===== src/sv/tts_pkg.sv =====
// Shared types and constants for the TFTP transfer session block.
// Holds the packet-kind, reply and phase codes and the beat structs.
// No dependencies.
package tts_pkg;

    // Field widths
    localparam int BLK_W = 16;
    localparam int LEN_W = 10;

    // Largest block payload in bytes; a shorter block ends the transfer
    localparam int BLOCK_BYTES = 512;

    // Received packet kinds (codes 6 and 7 mean nothing)
    typedef enum logic [2:0] {
        ACT_RRQ   = 3'd0,
        ACT_WRQ   = 3'd1,
        ACT_DATA  = 3'd2,
        ACT_ACK   = 3'd3,
        ACT_ERROR = 3'd4,
        ACT_OTHER = 3'd5
    } t_action;

    // Reply packet kinds
    typedef enum logic [1:0] {
        KIND_ACK  = 2'd0,
        KIND_DATA = 2'd1,
        KIND_ERR  = 2'd2
    } t_kind;

    // Error codes carried by an error reply
    typedef enum logic [1:0] {
        EC_ILLEGAL  = 2'd0,
        EC_NOTFOUND = 2'd1,
        EC_EXISTS   = 2'd2
    } t_err;

    // Session phase
    typedef enum logic [1:0] {
        PH_IDLE = 2'd0,
        PH_SEND = 2'd1,
        PH_RECV = 2'd2,
        PH_DONE = 2'd3
    } t_phase;

    // One received packet event
    typedef struct packed {
        t_action            action;
        logic [BLK_W-1:0]   block_number;
        logic [LEN_W-1:0]   payload_length;
        logic               file_ok;
        logic [LEN_W-1:0]   file_bytes;
    } t_item;

    // One reply
    typedef struct packed {
        t_kind              reply_kind;
        logic [BLK_W-1:0]   reply_block;
        t_err               error_code;
        logic [LEN_W-1:0]   reply_length;
        logic               write_payload;
        logic               commit_file;
    } t_result;

endpackage


===== src/sv/tftp_transfer_session.sv =====
// Top level of the TFTP transfer session block: input register, session
// core and the reply output register. Depends on tts_pkg, tts_in_stage,
// tts_core.
//
//  channel  dir  tdata                                  tuser
//  s_axis   in   packet event (block, lengths, file_ok) packet kind
//  m_axis   out  reply (block, code, length, flags)     reply kind
//
// One beat per cycle while m_axis does not stall; each reply is registered.
// Each packet event passes the state machine, combinationally, between the input
// register and the reply register; the state update is the only feedback.
// Reset (synchronous, active low) returns the session to idle, block 0.
// A stalled m_axis holds the reply; s_axis keeps taking beats into the input
// register, then stalls once both registers are full.
module tftp_transfer_session (
    input  logic        i_clk,
    input  logic        i_rst_n,
    input  logic        s_axis_tvalid,
    output logic        s_axis_tready,
    // [15:0] block_number, [25:16] payload_length, [26] file_ok,
    // [36:27] file_bytes, [39:37] zero
    input  logic [39:0] s_axis_tdata,
    // [2:0] action
    input  logic [2:0]  s_axis_tuser,
    output logic        m_axis_tvalid,
    input  logic        m_axis_tready,
    // [15:0] reply_block, [17:16] error_code, [27:18] reply_length,
    // [28] write_payload, [29] commit_file, [31:30] zero
    output logic [31:0] m_axis_tdata,
    // [1:0] reply_kind
    output logic [1:0]  m_axis_tuser
);
    import tts_pkg::*;

    t_item   in_item, core_item;
    logic    core_valid, step;
    logic    res_valid;
    t_result result;

    logic    r_out_valid;
    t_result r_out;

    // Unpack the input beat
    assign in_item.action         = t_action'(s_axis_tuser);
    assign in_item.block_number   = s_axis_tdata[15:0];
    assign in_item.payload_length = s_axis_tdata[25:16];
    assign in_item.file_ok        = s_axis_tdata[26];
    assign in_item.file_bytes     = s_axis_tdata[36:27];

    // Process when the reply register is free or drains this cycle
    assign step = core_valid && (!r_out_valid || m_axis_tready);

    tts_in_stage u_in (
        .i_clk   (i_clk),
        .i_rst_n (i_rst_n),
        .i_valid (s_axis_tvalid),
        .o_ready (s_axis_tready),
        .i_item  (in_item),
        .i_take  (step),
        .o_valid (core_valid),
        .o_item  (core_item)
    );

    tts_core u_core (
        .i_clk       (i_clk),
        .i_rst_n     (i_rst_n),
        .i_step      (step),
        .i_item      (core_item),
        .o_res_valid (res_valid),
        .o_result    (result)
    );

    // Reply valid: load on a step, clear once taken
    always_ff @(posedge i_clk) begin
        if (!i_rst_n) begin
            r_out_valid <= 1'b0;
        end else if (step) begin
            r_out_valid <= res_valid;
        end else if (m_axis_tready) begin
            r_out_valid <= 1'b0;
        end
    end

    // Reply payload
    always_ff @(posedge i_clk) begin
        if (step && res_valid) begin
            r_out <= result;
        end
    end

    // Pack the output beat
    assign m_axis_tvalid = r_out_valid;
    assign m_axis_tuser  = r_out.reply_kind;
    assign m_axis_tdata  = {2'b00, r_out.commit_file, r_out.write_payload,
                            r_out.reply_length, r_out.error_code, r_out.reply_block};

`ifndef SYNTHESIS
    // Payload writes only come with an ack
    a_write_ack: assert property (@(posedge i_clk) disable iff (!i_rst_n)
        (r_out_valid && r_out.write_payload) |-> r_out.reply_kind == KIND_ACK)
        else $error("write flag on a non-ack reply");

    // Commit only with a payload write
    a_commit_write: assert property (@(posedge i_clk) disable iff (!i_rst_n)
        (r_out_valid && r_out.commit_file) |-> r_out.write_payload)
        else $error("commit without payload write");

    // Error replies carry no block or length
    a_err_zero: assert property (@(posedge i_clk) disable iff (!i_rst_n)
        (r_out_valid && r_out.reply_kind == KIND_ERR)
            |-> (r_out.reply_block == '0 && r_out.reply_length == '0))
        else $error("error reply with block or length set");
`endif

endmodule


===== src/sv/tts_in_stage.sv =====
// Input register for the TFTP transfer session block.
// Captures one packet-event beat and holds it until the core takes it.
// Depends on tts_pkg.
module tts_in_stage (
    input  logic           i_clk,
    input  logic           i_rst_n,
    input  logic           i_valid,
    output logic           o_ready,
    input  tts_pkg::t_item i_item,
    input  logic           i_take,
    output logic           o_valid,
    output tts_pkg::t_item o_item
);
    import tts_pkg::*;

    logic  r_valid;
    t_item r_item;

    // Take a new beat when empty or when the held one leaves this cycle
    assign o_ready = !r_valid || i_take;

    // Hold the valid flag
    always_ff @(posedge i_clk) begin
        if (!i_rst_n) begin
            r_valid <= 1'b0;
        end else if (o_ready) begin
            r_valid <= i_valid;
        end
    end

    // Load the payload
    always_ff @(posedge i_clk) begin
        if (o_ready && i_valid) begin
            r_item <= i_item;
        end
    end

    assign o_valid = r_valid;
    assign o_item  = r_item;

endmodule


===== src/sv/tts_core.sv =====
// Session state machine of the TFTP transfer session block.
// Keeps phase, block counter and final-block flag; decides the reply.
// Depends on tts_pkg.
module tts_core (
    input  logic             i_clk,
    input  logic             i_rst_n,
    input  logic             i_step,
    input  tts_pkg::t_item   i_item,
    output logic             o_res_valid,
    output tts_pkg::t_result o_result
);
    import tts_pkg::*;

    localparam logic [LEN_W-1:0] FULL_LEN = LEN_W'(BLOCK_BYTES);

    t_phase           r_phase, n_phase;
    logic [BLK_W-1:0] r_counter, n_counter;
    logic             r_last, n_last;

    logic [BLK_W-1:0] counter_inc;
    logic [LEN_W-1:0] send_len;
    logic             send_short;

    // State registers advance only when an item is processed
    always_ff @(posedge i_clk) begin
        if (!i_rst_n) begin
            r_phase   <= PH_IDLE;
            r_counter <= '0;
            r_last    <= 1'b0;
        end else if (i_step) begin
            r_phase   <= n_phase;
            r_counter <= n_counter;
            r_last    <= n_last;
        end
    end

    // Saturate the file block length and mark a short block
    assign counter_inc = r_counter + BLK_W'(1);
    assign send_short  = i_item.file_bytes < FULL_LEN;
    assign send_len    = send_short ? i_item.file_bytes : FULL_LEN;

    // Next state and reply
    always_comb begin
        n_phase     = r_phase;
        n_counter   = r_counter;
        n_last      = r_last;
        o_res_valid = 1'b1;
        o_result    = '{reply_kind: KIND_ERR, reply_block: '0, error_code: EC_ILLEGAL,
                        reply_length: '0, write_payload: 1'b0, commit_file: 1'b0};
        case (i_item.action)
            ACT_RRQ: begin
                n_phase = PH_DONE;
                if (r_phase == PH_IDLE) begin
                    if (!i_item.file_ok) begin
                        o_result.error_code = EC_NOTFOUND;
                    end else begin
                        n_phase                = PH_SEND;
                        n_counter              = BLK_W'(1);
                        n_last                 = send_short;
                        o_result.reply_kind    = KIND_DATA;
                        o_result.reply_block   = BLK_W'(1);
                        o_result.reply_length  = send_len;
                    end
                end
            end
            ACT_WRQ: begin
                n_phase = PH_DONE;
                if (r_phase == PH_IDLE) begin
                    if (!i_item.file_ok) begin
                        o_result.error_code = EC_EXISTS;
                    end else begin
                        n_phase             = PH_RECV;
                        n_counter           = '0;
                        o_result.reply_kind = KIND_ACK;
                    end
                end
            end
            ACT_DATA: begin
                if (r_phase != PH_RECV) begin
                    n_phase = PH_DONE;
                end else if (i_item.block_number != counter_inc) begin
                    // drop out-of-order data
                    o_res_valid = 1'b0;
                end else begin
                    n_counter              = counter_inc;
                    o_result.reply_kind    = KIND_ACK;
                    o_result.reply_block   = counter_inc;
                    o_result.write_payload = 1'b1;
                    o_result.commit_file   = i_item.payload_length < FULL_LEN;
                    if (i_item.payload_length < FULL_LEN) begin
                        n_phase = PH_DONE;
                    end
                end
            end
            ACT_ACK: begin
                if (r_phase != PH_SEND) begin
                    n_phase = PH_DONE;
                end else if (i_item.block_number != r_counter) begin
                    // drop out-of-order ack
                    o_res_valid = 1'b0;
                end else if (r_last) begin
                    // final block acknowledged: close silently
                    n_phase     = PH_DONE;
                    o_res_valid = 1'b0;
                end else begin
                    n_counter             = counter_inc;
                    n_last                = send_short;
                    o_result.reply_kind   = KIND_DATA;
                    o_result.reply_block  = counter_inc;
                    o_result.reply_length = send_len;
                end
            end
            ACT_ERROR: begin
                n_phase     = PH_DONE;
                o_res_valid = 1'b0;
            end
            default: begin
                n_phase = PH_DONE;
            end
        endcase
    end

`ifndef SYNTHESIS
    // A finished session never reopens
    a_done_sticky: assert property (@(posedge i_clk) disable iff (!i_rst_n)
        r_phase == PH_DONE |=> r_phase == PH_DONE)
        else $error("session left the done phase");

    // An idle session has a clear counter and flag
    a_idle_clear: assert property (@(posedge i_clk) disable iff (!i_rst_n)
        r_phase == PH_IDLE |-> (r_counter == '0 && !r_last))
        else $error("idle session with stale counter");

    // A receiving session never carries the final-block flag
    a_recv_no_last: assert property (@(posedge i_clk) disable iff (!i_rst_n)
        r_phase == PH_RECV |-> !r_last)
        else $error("final-block flag set while receiving");
`endif

endmodule

===== config.mk =====
export PLATFORM = sky130hd
export DESIGN_NAME = tftp_transfer_session
export DESIGN_NICKNAME = d
export VERILOG_FILES = /design/src/sv/tts_pkg.sv /design/src/sv/tftp_transfer_session.sv /design/src/sv/tts_in_stage.sv /design/src/sv/tts_core.sv
export SDC_FILE = /design/constraint.sdc
export NUM_CORES = 1
export LEC_CHECK = 0
export BUFFER_PORTS_ARGS = -buffer_cell sky130_fd_sc_hd__buf_2
export CAP_MARGIN = 30
export CORE_ASPECT_RATIO = 2
export CORE_UTILIZATION = 29
export DETAILED_ROUTE_END_ITERATION = 8
export MAX_ROUTING_LAYER = met4
export PLACE_DENSITY_LB_ADDON = 0.1
export SETUP_SLACK_MARGIN = 0.05
export SLEW_MARGIN = 30
export SYNTH_ARGS = -nofsm -noshare
export SYNTH_HDL_FRONTEND = slang
export SYNTH_SLANG_ARGS = --single-unit

===== constraint.sdc =====
create_clock -name i_clk -period 4.95 [get_ports i_clk]
set_input_delay 1.485 -clock i_clk [delete_from_list [all_inputs] [get_ports i_clk]]
set_output_delay 1.485 -clock i_clk [all_outputs]
set_load 0.02 [all_outputs]

Yosys cells after proc, flatten, opt, wreduce, memory -nomap -nowiden
Cells that the tools add are included.

$add $sub $neg: 1. $lt $le $gt $ge: 2. Reduce and logical (&&, ||, !) cells: 17. Mux-type cells: 56. Equal/unequal tests: 21. Bitwise logic cells: 1.

Operators with widths (count): $mux 16 (9); $mux 18 (6); $pmux 16 s4 (1); $mux 10 (5); $pmux 16 s3 (1); $ne 16x16->1 (2); $mux 30 (1); $mux 2 (13); $lt 10x10->1 const B (2); $pmux 10 s2 (1); $add 16x1->16 const B (1); $ne 2x2->1 const B (8); $pmux 2 s4 (2); $mux 1 (14); $reduce_and 11->1 (1); $eq 3x2->1 const B (2); $ne 2x1->1 const B (3); $ne 3x1->1 const B (2); $ne 3x2->1 const B (2); $reduce_and 6->1 (1); $reduce_and 5->1 (1); $pmux 2 s2 (1); $reduce_bool 2->1 (2); $reduce_bool 4->1 (1); 12 further kinds (16).

Flip-flop bits (word level): 93. Logic and storage cells: 114.

Depth between registers and ports, before layout
Gate-level depths: netlist of run 1.

Word-level depth: 6. Depth in mapped cells: 11.

By module
From an unflattened synthesis of run 1, not the netlist that was laid out.

Cells, all modules: 435. Area, all modules: 4778.3 um^2.

By module, submodules not included: tts_core (area each 2466.1 um^2, cells each 349, instances 1); tts_in_stage (area each 1258.7 um^2, cells each 45, instances 1); tftp_transfer_session (area each 1053.5 um^2, cells each 41, instances 1).

Worst setup path before layout of run 1
OpenSTA, ideal clock, no wires.

Path type: input to output. From: in m_axis_tready. To: out s_axis_tready. Setup slack: 1585 ps. Required time: 3465 ps. Stages on the path: 2. Data arrival time: 1880 ps. Cells stage by stage: nor2b_1 -> nand2_1.

Word-level cells in the longest chain between the ends: 3.

RTL lines: start: declaration (line tftp_transfer_session.sv:26) `input logic m_axis_tready,`; $logic_or 1x1->1 (line tftp_transfer_session.sv:51) `assign step = core_valid && (!r_out_valid || m_axis_tready);`; $logic_and 1x1->1 (line tftp_transfer_session.sv:51); $logic_or 1x1->1 (line tts_in_stage.sv:20) `assign o_ready = !r_valid || i_take;`; end: declaration (line tftp_transfer_session.sv:19) `output logic s_axis_tready,`.

No other way between the ends.

Worst setup path after layout of run 1
From: reg u_core.r_counter[0]. To: reg r_out (netlist bit m_axis_tdata[5]), enable pin.

Word-level cells in the longest chain between the ends: 6.

RTL lines: start: declaration (line tts_core.sv:17) `logic [BLK_W-1:0] r_counter, n_counter;`; start signal: assignment (line tts_core.sv:32) `r_counter <= n_counter;`; $add 16x1->16 (line tts_core.sv:38) `assign counter_inc = r_counter + BLK_W'(1);`; $ne 16x16->1 (line tts_core.sv:81) `end else if (i_item.block_number != counter_inc) begin`; $mux 1 (line tts_core.sv:81); $mux 1 (line tts_core.sv:79) `if (r_phase != PH_RECV) begin`; $pmux 1 s3 (*) (line tts_core.sv:50) `case (i_item.action)`; $logic_and 1x1->1 (*) (line tftp_transfer_session.sv:86) `if (step && res_valid) begin`; end signal: assignment (line tftp_transfer_session.sv:87) `r_out <= result;`; end: declaration (line tftp_transfer_session.sv:41) `t_result r_out;`.

Every way passes the cells marked *; elsewhere a longest branch is shown, timed or not. A chain may end at the register's enable or synchronous reset.

==> results.cfg, run 1 <==
[floorplanning]
die-area_mm2 = 0.01470
die_h_um = 170.4
rows = 61
start_util = 0.2962
coreArea_mm2 = 0.01389
io_pins = 83
chipWidth_um = 86.22

[global_route]
overflow = 0
grt_max_degree = 32
track_usage = 0.1479
grt_pass1_vias = 2815
antenna_found_initial = 0
grt_pass1_wl_um = 15540

[yosys]
yosys.area.top_type_share = 0.4599
synth_ff_type = edfxtp_1
ys_async_sr_fraction = 0
avgSynthCellArea_um2 = 11.36
yosys_warnings = 0
ys_types = 50
syn_area_mm2 = 0.004114
syn_inst = 362
ys_seq_area_frac = 0.5620
synth_edf_count = 63
synth-seq-cells = 84
synthTopCellsByArea = edfxtp_1 (46%), dfxtp_1 (10%), xor2_1 (4.7%)
synth_top_cell_by_area = edfxtp_1

[timing]
hold_ws_ns = 0.5189
worst_pin_slew_ns = 0.8631
skew_ns = 0.01106
timing.fmax_ghz = 0.2542
setup_viol = 0
rsz0062_at_grt = no
hold_viol = 0
period_share = 0.7948
slew_viol_final = 0
tns_ns = 0
max-slew-margin-rel = 0.4246
finalCriticalPeriod_ns = 3.934

[finish]
design_area_mm2 = 0.004855
antenna_cells = 0
drive_gt1_frac = 0.2299
finalNetCount = 465
layout_common_cells = buf_2 (68), edfxtp_1 (63), nor2_1 (25)
mostFrequentLayoutCell = buf_2
area_growth_pct = 18.00

[place]
dpl-instance-area_mm2 = 0.004568
numPortBuffers = 68
dp_hpwl_um = 7520
routabilityCongestion = 0.8587

[drt]
drc = 0
dr_wl_met2_um = 5722
wl_met1_um = 3801
routedWlPerCell_um = 16.55
vias_per_cell = 4.827
first_iter_violations = 176
top_layer_used = met4
vias = 2949
firstDrtPassIters = 4
wirelength_um = 10110
ant_nets = 0
wl_met3_um = 358

[critical_path]
path_cells = ha_1 > and3_1 > nand3_1 > xnor2_1 > nor4_1 > o2111ai_1 > o31ai_1 > and2_1 > buf_4
critical_path.startpoint_type = flip-flop
crit_arrival_ns = 3.92
worstPathBufferInverterCount = 1
cpMaxStageDelayCell = dfxtp_1
criticalPathCategory = flip-flop to flip-flop
cp-end-kind = flip-flop
path_delay_family = simple AND/OR/NAND/NOR gates
crit_required_ns = 4.94
critical-path-max-stage-delay_ns = 0.51
path_max_fanout = 31

[clock_network]
clock-root-buffer = clkbuf_16
cts_resized = 0
clock_path_buffers = 2
worstSkewPairLatency_ns = 0.34
post_cts_buffers = 0
cts.sinks = 84
cts.reportedPaths.clkPinSlew_ns = 0.07
cts_tree = yes
hold_buffers = 0
ctsHtreeMaxLevel = 3
numCtsBuffers = 9

[flow_run]
cap_violations = 0

[status]
status = completed

[power_and_ir_drop]
vdd_drop_max_uv = 164.5
powerDensity_mw_per_mm2 = 324.3
power_leakage_uw = 0.001766

[min_path]
hold_class = flip-flop to flip-flop
-- worst paths after layout --
path	start	end	slack, ns	cells past startpoint
setup / recovery	u_core.r_counter[0]$_SDFFE_PN0P_	m_axis_tdata[5]$_DFFE_PP_	1.02	9
hold / removal	u_in.o_item[8]$_DFFE_PP_	m_axis_tdata[26]$_DFFE_PP_	0.52	1
setup reg to reg	u_core.r_counter[0]$_SDFFE_PN0P_	m_axis_tdata[5]$_DFFE_PP_	1.02	9
hold reg to reg	u_in.o_item[8]$_DFFE_PP_	m_axis_tdata[26]$_DFFE_PP_	0.52	1
-- metrics by stage --
step / utilization / std cells / power [uW] / setup WS (ns)
finish: 0.3495 / 611 / 1574 / 1.016
global route: 0.3495 / 611 / 1630 / 0.7157
CTS: 0.3495 / 611 / 1600 / 0.9867
detailed placement: 0.3289 / 595 / 935.3 / 1.008
global placement: 0.3289 / 595 / 934.1 / 1.052
floorplan: - / 363 / 889.9 / 1.585
-- kinds of logic (layout without fill, tap and decap cells) --
kind of cell / Yosys count / after routing / synth area share
xor+xnor: 40 / 40 / 0.08698
flops: 84 / 84 / 0.5620
other cells: 1 / 2 / 0.0009115
mux: 1 / 1 / 0.002433
buf+inv: 34 / 93 / 0.04167
compound gates: 47 / 47 / 0.09550
simple gates: 154 / 154 / 0.2074
fa+ha+maj: 1 / 1 / 0.003041
-- state kept, by name, indices dropped and copies added, names as in the netlist --
register and flops:
m_axis_tuser 2, m_axis_tdata 30, u_core.r_phase 2, u_core.r_counter 16, u_in.o_item 31, u_core.r_last 1
m_axis_tvalid 1, u_in.o_valid 1
-- synthesized netlist by cell type, drive strengths merged, types with 5 or more instances --
master and count:
a221o 13, nand2b 6, buf 16, nor3 21, clkbuf 12, and3 13
xor2 22, nor4 10, a21oi 9, nand4 9, xnor2 18, and2 14
dfxtp 21, nor2 25, o21ai 5, nor2b 7, nand3 13, inv 6
edfxtp 63, nand2 19, nor3b 5
-- where the power goes --
group          internal (uW)  leakage, uW  total [uW]  switching, uW
logic                   39.3     0.000875         111           72.1
clock network            351     0.000135         657            306
registers                790     0.000755         806           16.4
-- final cells by class --
type | count | area, um^2
multi-input cells | 245 | 1634
repair buffers | 71 | 362.8
clock inverters | 7 | 61.31
inverters | 6 | 22.52
clock buffers | 9 | 225.2
flip-flops and latches | 84 | 2312
fillers | 1433 | 9036
well taps | 189 | 236.5
-- metal layers --
| metal | vias up | GRT usage |
|---|---|---|
| met3 | 15 | 0.02376 |
| met4 | 0 | 0.06377 |
| li1 | 1448 | - |
| met5 | - | - |
| met1 | 1408 | 0.1490 |
| met2 | 78 | 0.2750 |
(Power assumes the default switching activity.)
==> inputs of run 2 (changes only) <==
Clock period 4.95 ns to 3.9 ns, I/O delays scaled along.
==> run 2 against run 1 <==
Against the previous run: combinational power grew 30%; maximum frequency up 11%; clock skew about the same; global-route usage up 0.27 points; via count increased by 1.3%; first-iteration DRC count decreased by 11%; register-to-register slack worse by 0.67 ns; power up 27%; non-clock buffer count rose by 8.
==> results.cfg, run 2 (synthesis results as in run 1) <==
[drt]
wirelength_um = 10250
routedWlPerCell_um = 16.56
firstDrtPassIters = 4
drc = 0
first_iter_violations = 156
vias_per_cell = 4.826
vias = 2987
ant_nets = 0

[timing]
period_share = 0.9119
hold_viol = 0
timing.fmax_ghz = 0.2812
setup_viol = 0
tns_ns = 0
slew_viol_final = 0
hold_ws_ns = 0.5198
finalCriticalPeriod_ns = 3.557
max-slew-margin-rel = 0.4244
rsz0062_at_grt = no
skew_ns = 0.01155
worst_pin_slew_ns = 0.8634

[finish]
largest_reg_flops = 31
fillers = 1444
drive_gt1_frac = 0.2442
utilization = 0.3553
area_growth_pct = 19.95
mostFrequentLayoutCell = buf_2
finalNetCount = 473
layout_common_cells = buf_2 (68), edfxtp_1 (63), nor2_1 (25)
antenna_cells = 0

[global_route]
overflow = 0
track_usage = 0.1506
grt_max_degree = 32
grt_pass1_wl_um = 15590
antenna_found_initial = 0
grt_pass1_vias = 2881

[critical_path]
reg2reg_setup_slack_ns = 0.34
crit_required_ns = 4.13
criticalPathCategory = flip-flop to flip-flop
path_max_fanout = 14
crit_end = u_core.r_counter[9]$_SDFFE_PN0P_
rr_startpoint = u_core.r_counter[0]$_SDFFE_PN0P_
crit_arrival_ns = 3.79
reg2regPathDepth = 9
r2r_end = u_core.r_counter[9]$_SDFFE_PN0P_
startpoint = u_core.r_counter[0]$_SDFFE_PN0P_
critical_path.startpoint_type = flip-flop
cp-end-kind = flip-flop

[clock_network]
clock_path_buffers = 2
cts.reportedPaths.clkPinSlew_ns = 0.07
cts_resized = 0
clock-root-buffer = clkbuf_16
ctsHtreeMaxLevel = 3
numCtsBuffers = 9
cts.sinks = 84
worstSkewPairLatency_ns = 0.35
cts_tree = yes
post_cts_buffers = 0
hold_buffers = 0

[power_and_ir_drop]
seqPwrFrac = 0.512
powerDensity_mw_per_mm2 = 404.9
power_leakage_uw = 0.001813
power_frac_comb = 0.072
netSwitchingPower_uw = 497.5
clkPwrFrac = 0.416
internal_power_uw = 1501
sw_frac_of_total = 0.2490
vdd_drop_max_uv = 198.1

[min_path]
hold_class = flip-flop to flip-flop
min-delay-start = u_in.o_item[7]$_DFFE_PP_
holdPathStages = 1

[floorplanning]
io_pins = 83
die-area_mm2 = 0.01470
die_h_um = 170.4
rows = 61
coreArea_mm2 = 0.01389
chipWidth_um = 86.22
start_util = 0.2962

[place]
numPortBuffers = 68
dp_hpwl_um = 7646
routabilityCongestion = 0.8422

[status]
status = completed

[flow_run]
cap_violations = 0
## run 2: stage by stage
step / total power (uW) / instances / instance area (um^2) / worst slack [ns]
after global placement: 1188 / 603 / 4641 / 0.3748
after floorplan: 1129 / 363 / 4118 / 0.5475
after global routing: 2077 / 619 / 4935 / 0.1331
final: 1998 / 619 / 4935 / 0.3435
after CTS: 2034 / 619 / 4935 / 0.3358
after detailed placement: 1190 / 603 / 4641 / 0.3644
## run 2: routing by layer
metal | GRT usage | wire length [um] | vias to the layer above
li1 | - | - | 1461
met1 | 0.1455 | 3791 | 1422
met2 | 0.2757 | 5705 | 84
met3 | 0.03007 | 385 | 20
met4 | 0.07971 | 367 | 0
met5 | - | 0 | -
## run 2: area by class of cell
| class | instances | area [um^2] | area share |
|---|---|---|---|
| Tap cell | 189 | 236.5 | 0.04792 |
| Clock inverter | 7 | 68.82 | 0.01395 |
| Clock buffer | 9 | 225.2 | 0.04564 |
| Sequential cell | 84 | 2312 | 0.4686 |
| Multi-Input combinational cell | 245 | 1634 | 0.3311 |
| Timing Repair Buffer | 79 | 435.4 | 0.08824 |
| Inverter | 6 | 22.52 | 0.004564 |
## run 2: worst max-delay path: stages, from the launching register on
cell,delay [ns]
dfxtp_1,0.52
ha_1,0.22
and3_1,0.30
nand3_2,0.16
xnor2_1,0.21
a2111oi_2,0.55
nand3_1,0.20
o31a_1,0.40
o41a_4,0.48
a221o_1,0.38
## run 2: worst min-delay path by stage
stage,to,slack (ns)
after floorplan,u_core.r_counter[1]$_SDFFE_PN0P_,0.50
final,m_axis_tdata[25]$_DFFE_PP_,0.52
after global routing,m_axis_tdata[18]$_DFFE_PP_,0.54
after global placement,m_axis_tdata[26]$_DFFE_PP_,0.50
after detailed placement,m_axis_tdata[26]$_DFFE_PP_,0.50
after CTS,m_axis_tdata[26]$_DFFE_PP_,0.52
## run 2: power groups by stage
| stage | clock [uW] | sequential (uW) | combinational, uW |
|---|---|---|---|
| 2_1_floorplan | 0 | 1060 | 70.1 |
| 5_1_grt | 893 | 1030 | 157 |
| 3_5_place_dp | 0 | 1040 | 147 |
| 4_1_cts | 863 | 1020 | 148 |
| 3_3_place_gp | 0 | 1040 | 145 |
| 6_report | 831 | 1020 | 144 |
==> inputs of run 3 (changes only) <==
Settings changed: REMOVE_ABC_BUFFERS set to 1.
==> run 3 against run 2 <==
Against the previous run: combinational power barely moved; global-route usage grew 0.62 points; critical path depth unchanged; highest routed layer unchanged; critical path type unchanged; largest power group unchanged; first-iteration DRC count decreased by 7.7%; critical endpoint unchanged; largest cell class unchanged.
==> results.cfg, run 3 (synthesis results as in run 1) <==
[floorplanning]
io_pins = 83
coreArea_mm2 = 0.01389
die-area_mm2 = 0.01470
die_h_um = 170.4
rows = 61
chipWidth_um = 86.22
start_util = 0.2962

[drt]
drc = 0
first_iter_violations = 144
wirelength_um = 10570
vias_per_cell = 4.786
ant_nets = 0
vias = 2958
routedWlPerCell_um = 17.10
firstDrtPassIters = 4

[status]
status = completed

[power_and_ir_drop]
powerDensity_mw_per_mm2 = 409.9
power_leakage_uw = 0.001809
totalPowerFinal_uw = 2019
vdd_drop_max_uv = 178.0

[clock_network]
worstSkewPairLatency_ns = 0.34
numCtsBuffers = 9
cts.sinks = 84
post_cts_buffers = 0
clock-root-buffer = clkbuf_16
clock_path_buffers = 2
cts.reportedPaths.clkPinSlew_ns = 0.06
cts_resized = 0
cts_tree = yes
hold_buffers = 0
ctsHtreeMaxLevel = 3

[critical_path]
critical_path.startpoint_type = flip-flop
worstPathBufferInverterCount = 0
cpMaxStageDelayCell = o41a_4
cp-end-kind = flip-flop
path_delay_family = compound AO/OA/AOI/OAI gates
path_cells = ha_1 > and3_1 > nand3_1 > xnor2_1 > nor4_1 > nand3_1 > o31a_1 > o41a_4 > a221o_1
path_max_fanout = 14
cpMostUsedCell = nand3_1
critical-path-max-stage-delay_ns = 0.49
crit_required_ns = 4.13
crit_arrival_ns = 3.76
criticalPathCategory = flip-flop to flip-flop

[finish]
fillers = 1432
drive_gt1_frac = 0.2378
design_area_mm2 = 0.004926
layout_common_cells = buf_2 (68), edfxtp_1 (63), nor2_1 (25)
finalNetCount = 472
largest_reg_flops = 31
mostFrequentLayoutCell = buf_2
area_growth_pct = 19.74
antenna_cells = 0

[timing]
slew_viol_final = 0
rsz0062_at_grt = no
finalCriticalPeriod_ns = 3.530
period_share = 0.9052
skew_ns = 0.009035
max-slew-margin-rel = 0.3768
timing.fmax_ghz = 0.2832
hold_viol = 0
worst_pin_slew_ns = 0.9349
tns_ns = 0
setup_viol = 0

[global_route]
overflow = 0
grt_pass1_vias = 2931
antenna_found_initial = 0
track_usage = 0.1567
grt_max_degree = 32
grt_pass1_wl_um = 16290

[place]
dp_hpwl_um = 7851
dpl-instance-area_mm2 = 0.004633
routabilityCongestion = 0.8804
numPortBuffers = 68

[min_path]
hold_class = flip-flop to flip-flop

[flow_run]
cap_violations = 0
## run 3: cell types whose count changed in the layout (fill, tap and decap cells not counted)
| cell | previous run | this run |
|---|---|---|
| clkinv_8 | 1 | 0 |
| clkbuf_1 | 0 | 1 |
| clkinvlp_4 | 2 | 1 |
| clkinv_1 | 0 | 1 |
| buf_4 | 10 | 9 |
| inv_6 | 2 | 1 |
| clkinv_2 | 0 | 1 |
| bufinv_16 | 0 | 1 |
| inv_8 | 1 | 0 |
## run 3: final cells by class
class	instances	area, um^2	share of cell area
flip-flops and latches	84	2312	0.4694
clock inverters	6	63.81	0.01295
well taps	189	236.5	0.04801
multi-input cells	245	1634	0.3317
inverters	6	22.52	0.004572
repair buffers	78	427.9	0.08687
clock buffers	10	229.0	0.04648
## run 3: worst reg2reg max path, cell delays in order, from the launching register on
cell	delay [ns]
dfxtp_1	0.48
ha_1	0.22
and3_1	0.42
nand3_1	0.25
xnor2_1	0.23
nor4_1	0.39
nand3_1	0.16
o31a_1	0.39
o41a_4	0.49
a221o_1	0.39
## run 3: power by group
part           internal [uW]  leakage [uW]  switching, uW
clock network            497      0.000140            353
registers               1000      0.000755           21.0
logic                   52.5      0.000914           93.2
total                   1550       0.00181            468
## run 3: final timing paths
kind | end | cells after the start | slack (ns) | startpoint
hold / removal | m_axis_tdata[20]$_DFFE_PP_ | 1 | 0.52 | u_in.o_item[2]$_DFFE_PP_
hold reg to reg | m_axis_tdata[20]$_DFFE_PP_ | 1 | 0.52 | u_in.o_item[2]$_DFFE_PP_
setup / recovery | u_core.r_counter[9]$_SDFFE_PN0P_ | 9 | 0.37 | u_core.r_counter[0]$_SDFFE_PN0P_
setup reg to reg | u_core.r_counter[9]$_SDFFE_PN0P_ | 9 | 0.37 | u_core.r_counter[0]$_SDFFE_PN0P_
## run 3: metrics by stage
stage / cells / utilization / hold WS (ns) / worst slack, ns
final: 618 / 0.3546 / 0.5205 / 0.3695
after global routing: 618 / 0.3546 / 0.5382 / 0.09806
after CTS: 618 / 0.3546 / 0.5236 / 0.3642
after detailed placement: 602 / 0.3335 / 0.5077 / 0.3748
after global placement: 602 / 0.3335 / 0.5005 / 0.4073
after floorplan: 335 / - / 0.4962 / 0.4860
## run 3: layer usage
metal	part of all wire	wire, um	GRT usage	vias up
met1	0.36	3847	0.1603	1375
li1	-	-	-	1468
met5	0	0	-	-
met2	0.55	5816	0.2736	90
met3	0.039	415	0.02958	25
met4	0.046	488	0.09275	0
